==> src/sv/grm_pkg.sv <==
`timescale 1ns / 1ps

package grm_pkg;

   localparam int SIDE   = 64;
   localparam int SIDE_W = $clog2(SIDE);
   localparam int DIM_W  = SIDE_W + 1;
   localparam int CNT_W  = $clog2(SIDE * SIDE + 1);

   typedef logic [SIDE-1:0] row_bits_type;

   localparam logic [1:0] FUNC_MARK  = 2'd0;
   localparam logic [1:0] FUNC_FETCH = 2'd1;
   localparam logic [1:0] FUNC_CLEAR = 2'd2;

   localparam logic CSR_GRID_WIDTH  = 1'b0;
   localparam logic CSR_GRID_HEIGHT = 1'b1;

   typedef struct packed {
      logic [1:0]        func;
      logic [SIDE_W-1:0] cell_x;
      logic [SIDE_W-1:0] cell_y;
      logic              cell_solid;
   } req_type;

   typedef struct packed {
      logic              rect_valid;
      logic [SIDE_W-1:0] rect_x;
      logic [SIDE_W-1:0] rect_y;
      logic [DIM_W-1:0]  rect_width;
      logic [DIM_W-1:0]  rect_height;
      logic              scan_done;
      logic [CNT_W-1:0]  solid_total;
   } rsp_type;

   typedef struct packed {
      row_bits_type used;
      row_bits_type solid;
   } row_type;

   typedef struct packed {
      logic              clear;
      logic              rd_en;
      logic [SIDE_W-1:0] rd_addr;
      logic              wr_en;
      logic [SIDE_W-1:0] wr_addr;
   } store_ctl_type;

   typedef enum logic [3:0] {
      ST_IDLE,
      ST_MARK_CHK,
      ST_SCAN_RD,
      ST_SCAN_CHK,
      ST_RUN,
      ST_GROW_RD,
      ST_GROW_CHK,
      ST_FILL_RD,
      ST_FILL_WR
   } state_type;

   // bits at and above pos; empty when pos reaches the row width
   function automatic row_bits_type ones_from(input logic [DIM_W-1:0] pos);
      row_bits_type all_ones;
      all_ones = '1;
      if (pos >= DIM_W'(SIDE)) begin
         return '0;
      end
      return all_ones << pos[SIDE_W-1:0];
   endfunction

   function automatic logic [DIM_W-1:0] eff_side(input logic [DIM_W-1:0] v);
      return (v > DIM_W'(SIDE)) ? DIM_W'(SIDE) : v;
   endfunction

endpackage

==> src/sv/grm_bitscan.sv <==
`timescale 1ns / 1ps

// Lowest set bit of a row word: pick the first nonzero byte, then the bit.
module grm_bitscan (
   input  grm_pkg::row_bits_type          word,
   output logic                           found,
   output logic [grm_pkg::SIDE_W-1:0]     idx
);

   localparam int GRP   = 8;
   localparam int NGRP  = grm_pkg::SIDE / GRP;
   localparam int GSEL_W = $clog2(NGRP);
   localparam int BSEL_W = $clog2(GRP);

   logic [NGRP-1:0]   grp_any;
   logic [GSEL_W-1:0] grp_sel;
   logic [GRP-1:0]    grp_bits;
   logic [BSEL_W-1:0] bit_sel;

   always_comb begin
      for (int g = 0; g < NGRP; g++) begin
         grp_any[g] = |word[g*GRP +: GRP];
      end
   end

   always_comb begin
      grp_sel = '0;
      for (int g = NGRP - 1; g >= 0; g--) begin
         if (grp_any[g]) begin
            grp_sel = GSEL_W'(g);
         end
      end
   end

   assign grp_bits = word[grp_sel*GRP +: GRP];

   always_comb begin
      bit_sel = '0;
      for (int b = GRP - 1; b >= 0; b--) begin
         if (grp_bits[b]) begin
            bit_sel = BSEL_W'(b);
         end
      end
   end

   assign found = |grp_any;
   assign idx   = {grp_sel, bit_sel};

endmodule

==> config.mk <==
export PLATFORM = sky130hd
export DESIGN_NAME = grm_bitscan
export DESIGN_NICKNAME = d
export VERILOG_FILES = /design/src/sv/grm_pkg.sv /design/src/sv/grm_bitscan.sv
export SDC_FILE = /design/constraint.sdc
export NUM_CORES = 1
export LEC_CHECK = 0
export BUFFER_PORTS_ARGS = -buffer_cell sky130_fd_sc_hd__buf_2
export CORE_MARGIN = 2
export CORE_UTILIZATION = 36
export DETAILED_ROUTE_END_ITERATION = 7
export PLACE_DENSITY = 0.87
export SYNTH_ARGS = -nofsm -noshare
export SYNTH_HDL_FRONTEND = slang
export SYNTH_SLANG_ARGS = --single-unit
==> constraint.sdc <==
create_clock -name vclk -period 3.44
set_input_delay 0.688 -clock vclk [all_inputs]
set_output_delay 0.688 -clock vclk [all_outputs]
set_load 0.05 [all_outputs]
==> metrics, run 1 <==
status=stopped before the end; Fail Step=global routing; First Err=[ERROR GRT-0232] Routing congestion too high. Check the congestion heatmap in the GUI.; post-GRT worst EP=idx[0]; sequential share of the synthesized area=0; Post-CTS Hold Fix Bufs=0; largest net degree at the start of global routing=12; IO Port Bufs=71; mapped cell area=787 um^2; syn_area_per_cell=6.78 um^2; GRT Util Overall=0.714; Worst EP kind=output port; Post-Syn Instances=116; Die X=50.8 um; Warnings, synthesis=0; Die H=50.8 um; post-synthesis cell type count=43; placer congestion estimate=1.00; hpwl dp=4.00 mm; # rows=16; Starting Density=0.393; Ports=71; remaining global-route overflow=68; post-synth net total=180
==> layer usage <==
metal | GRT overflow | track usage
met5 | 0 | 0
met4 | 21 | 0.820
met3 | 0 | 0.339
met2 | 47 | 1.01
met1 | 0 | 0.707
==> repair_timing <==
action / in CTS
gates resized for setup: 15
setup endpoints to repair: 5
buffers inserted: 8
pin swaps: 13
gates cloned: 1
==> cell families after synthesis <==
logic type,count (synthesis),synth area share
compound gates,50,0.482
buf+inv,6,0.0445
mux,2,0.0270
simple gates,58,0.447
==> cell usage after synthesis, types with 2 or more instances <==
| cell type | n | area (um^2) |
|---|---|---|
| a21oi_1 | 18 | 90.1 |
| nand2_1 | 13 | 48.8 |
| nor4_1 | 12 | 75.1 |
| nor2_1 | 6 | 22.5 |
| a31oi_1 | 5 | 31.3 |
| nand4_1 | 5 | 31.3 |
| a21o_1 | 4 | 30.0 |
| nand3_1 | 4 | 20.0 |
| o21ai_0 | 4 | 20.0 |
| or4_4 | 4 | 45.0 |
| inv_1 | 3 | 11.3 |
| o211ai_1 | 3 | 22.5 |
| and2_1 | 2 | 12.5 |
| nor3_1 | 2 | 10.0 |
| o211a_1 | 2 | 20.0 |
| or4_1 | 2 | 15.0 |
==> metrics by stage <==
stage | instances | util | setup slack, ps | hold WS [ps] | instance area, um^2
floorplan | 116 | - | -361 | 1560 | 855
global placement | 273 | 0.833 | -625 | 1940 | 1670
detailed placement | 273 | 0.833 | -773 | 1960 | 1670
CTS | 282 | 0.901 | -583 | 1910 | 1800
==> inputs of run 2 (changes only) <==
--- a/config.mk
+++ b/config.mk
@@ -6,10 +6,10 @@
 export NUM_CORES = 1
 export LEC_CHECK = 0
 export BUFFER_PORTS_ARGS = -buffer_cell sky130_fd_sc_hd__buf_2
-export CORE_MARGIN = 2
-export CORE_UTILIZATION = 36
+export CORE_AREA = 2 2 63 65
 export DETAILED_ROUTE_END_ITERATION = 7
-export PLACE_DENSITY = 0.87
+export DIE_AREA = 0 0 65 67
+export PLACE_DENSITY_LB_ADDON = 0.15
 export SYNTH_ARGS = -nofsm -noshare
 export SYNTH_HDL_FRONTEND = slang
 export SYNTH_SLANG_ARGS = --single-unit
==> constraint.sdc (replaced) <==
create_clock -name vclk -period 4.5
set_input_delay 0.9 -clock vclk [all_inputs]
set_output_delay 0.9 -clock vclk [all_outputs]
set_load 0.05 [all_outputs]
==> run 2 against run 1 <==
Effect of this change:
- the flow now finishes without violations
- synthesized cell count unchanged
- area after synthesis unchanged
==> metrics, run 2 <==
status=finished clean; vias post-DR=1,424; Worst path top cell family by delay=compound AO/OA/AOI/OAI gates; Max Fclk=0.225 GHz; initial antenna violation count=0; Bufs and invs on worst path=2; area fraction of the dominant cell type after synthesis=0.114; IO Port Bufs=71; Die H=67 um; grt met1 use=0.246; Period Utilization, post-route=0.989; post-synth net total=180; Worst Max-Slew Pin Slew=448 ps; post-synthesis cell type count=43; Ports=71; Post-CTS Hold Fix Bufs=0; placer congestion estimate=0.960; RSZ-0062 raised after global routing=yes; Seq Cell Count=0; ANT nets after route=0; most common cell in the netlist=a21oi_1; core footprint=3610 um^2; Slowest-stage cell, CP=or4_4; Die ar.=4360 um^2; worst vdd ir=18.9 uV; P_leak=0.000701 uW; wirelength, routed=3.94 mm; Antenna Cells=0; Die X=65 um; crit-path cells=buf_6, or4_4, nor4_4, a211oi_4, a21o_1, a221o_1, a221oi_2, a21oi_1, o211a_1, o21a_1, buf_6; Warnings, synthesis=0; Placed Instances=259; CP Data Required Time=3600 ps; DR DRC count=0; commonest non-fill, non-tap cell in the layout=buf_2; element type at the critical path end=primary output; syn_area_per_cell=6.78 um^2; Hold Path Class=input pin to primary output; largest net degree at the start of global routing=9; DRT iter0 DRCs=32; layer with the highest usage=met2; Final Slew Violations=0; crit start category=input pin; Post-Syn Instances=116; hpwl dp=3.45 mm; share of layout cells above drive strength 1=0.560; mapped cell area=787 um^2; main area contributors after synthesis=a21oi_1 (11%), nor4_1 (9.5%), nand2_1 (6.2%); Via density=5.35; commonest non-fill, non-tap cells in the layout=buf_2 (67), buf_4 (33), a21oi_1 (18), nand2_1 (13), nor4_1 (11); Final Hold Viols=0; Reg area=0 um^2; critical path class=input pin to primary output; # rows=22; Slew headroom=0.700; drt pass-1 iters=4; Max stage delay on crit path=560 ps; sequential share of the synthesized area=0; met2 Usage GRT=0.329; Synth area leader=a21oi_1; DR WL/cell=14.8 um; post-route insts no fill=266; worst path arrival time=3550 ps; vias in the first global route=1,410; GRT Util Overall=0.183; endpoints failing setup=0; post-layout min period=4450 ps; first-pass GRT wire length=6.46 mm; Global Route met3 Usage=0.0135; setup_tns=0 ps; clkbuf count=0; P&R area growth vs syn=90.3%; remaining global-route overflow=0; Starting Density=0.218; Worst path most repeated cell=buf_6; CP Max Fanout=8; pwr/cell area=54.6 nW/um^2; MaxCap Viol Count=0; Post-synth top cells=a21oi_1 (18), nand2_1 (13), nor4_1 (12), nor2_1 (6); Nets=284
## run 2: cell counts after synthesis
Identical to the previous run, type by type.
## run 2: kinds of logic (layout without fill, tap and decap cells)
logic type / count (synthesis) / in the layout / synth area share
compound gates: 50 / 51 / 0.482
buf+inv: 6 / 107 / 0.0445
mux: 2 / 2 / 0.0270
simple gates: 58 / 58 / 0.447
## run 2: final cells by class
class / count / area (um^2)
fill: 379 / 2110
multi-input combinational: 111 / 798
timing repair buffer: 104 / 628
tap: 48 / 60.1
inverter: 3 / 11.3
## run 2: metal layers
| layer | share of wire | wire length, um | vias to the layer above |
|---|---|---|---|
| li1 | - | - | 698 |
| met1 | 0.45 | 1770 | 663 |
| met2 | 0.48 | 1890 | 61 |
| met3 | 0.068 | 270 | 2 |
| met4 | 0.0036 | 14 | 0 |
| met5 | 0 | 0 | - |
## run 2: worst paths after layout
| check | from | end | slack, ps | cells past startpoint |
|---|---|---|---|---|
| worst max-delay path | word[33] | idx[0] | 50 | 11 |
| worst min-delay path | word[33] | idx[2] | 2280 | 5 |
## run 2: worst min-delay path, stage by stage
cell and delay [ps]:
buf_6 70, a211oi_1 90, nand3_1 120, nor3_2 60, buf_6 140
## run 2: where the power goes
part	internal, uW	switching [uW]
Clock	0	0
Combinational	41.0	40.9
Sequential	0	0
## run 2: repair_timing
action                                  in CTS  in global routing
gates cloned                                 1                  0
hold endpoints to repair                     0                  0
setup buffers                                2                  4
pin swaps                                    4                  5
gates resized for setup                      2                 10
endpoints found under the setup margin       2                  3
## run 2: metrics by stage
step	total power, uW	hold slack, ps	utilization	cell area (um^2)	setup WS (ps)
after floorplan	27.2	2050	-	792	-56.1
after global placement	76.9	2350	0.384	1390	-16.4
after detailed placement	77.9	2360	0.384	1390	-76.8
after CTS	78.7	2360	0.395	1420	14.2
after global routing	89.3	2310	0.415	1500	-69.8
final	81.8	2280	0.415	1500	51.6
Note: power is estimated with default switching activity, not from simulation.
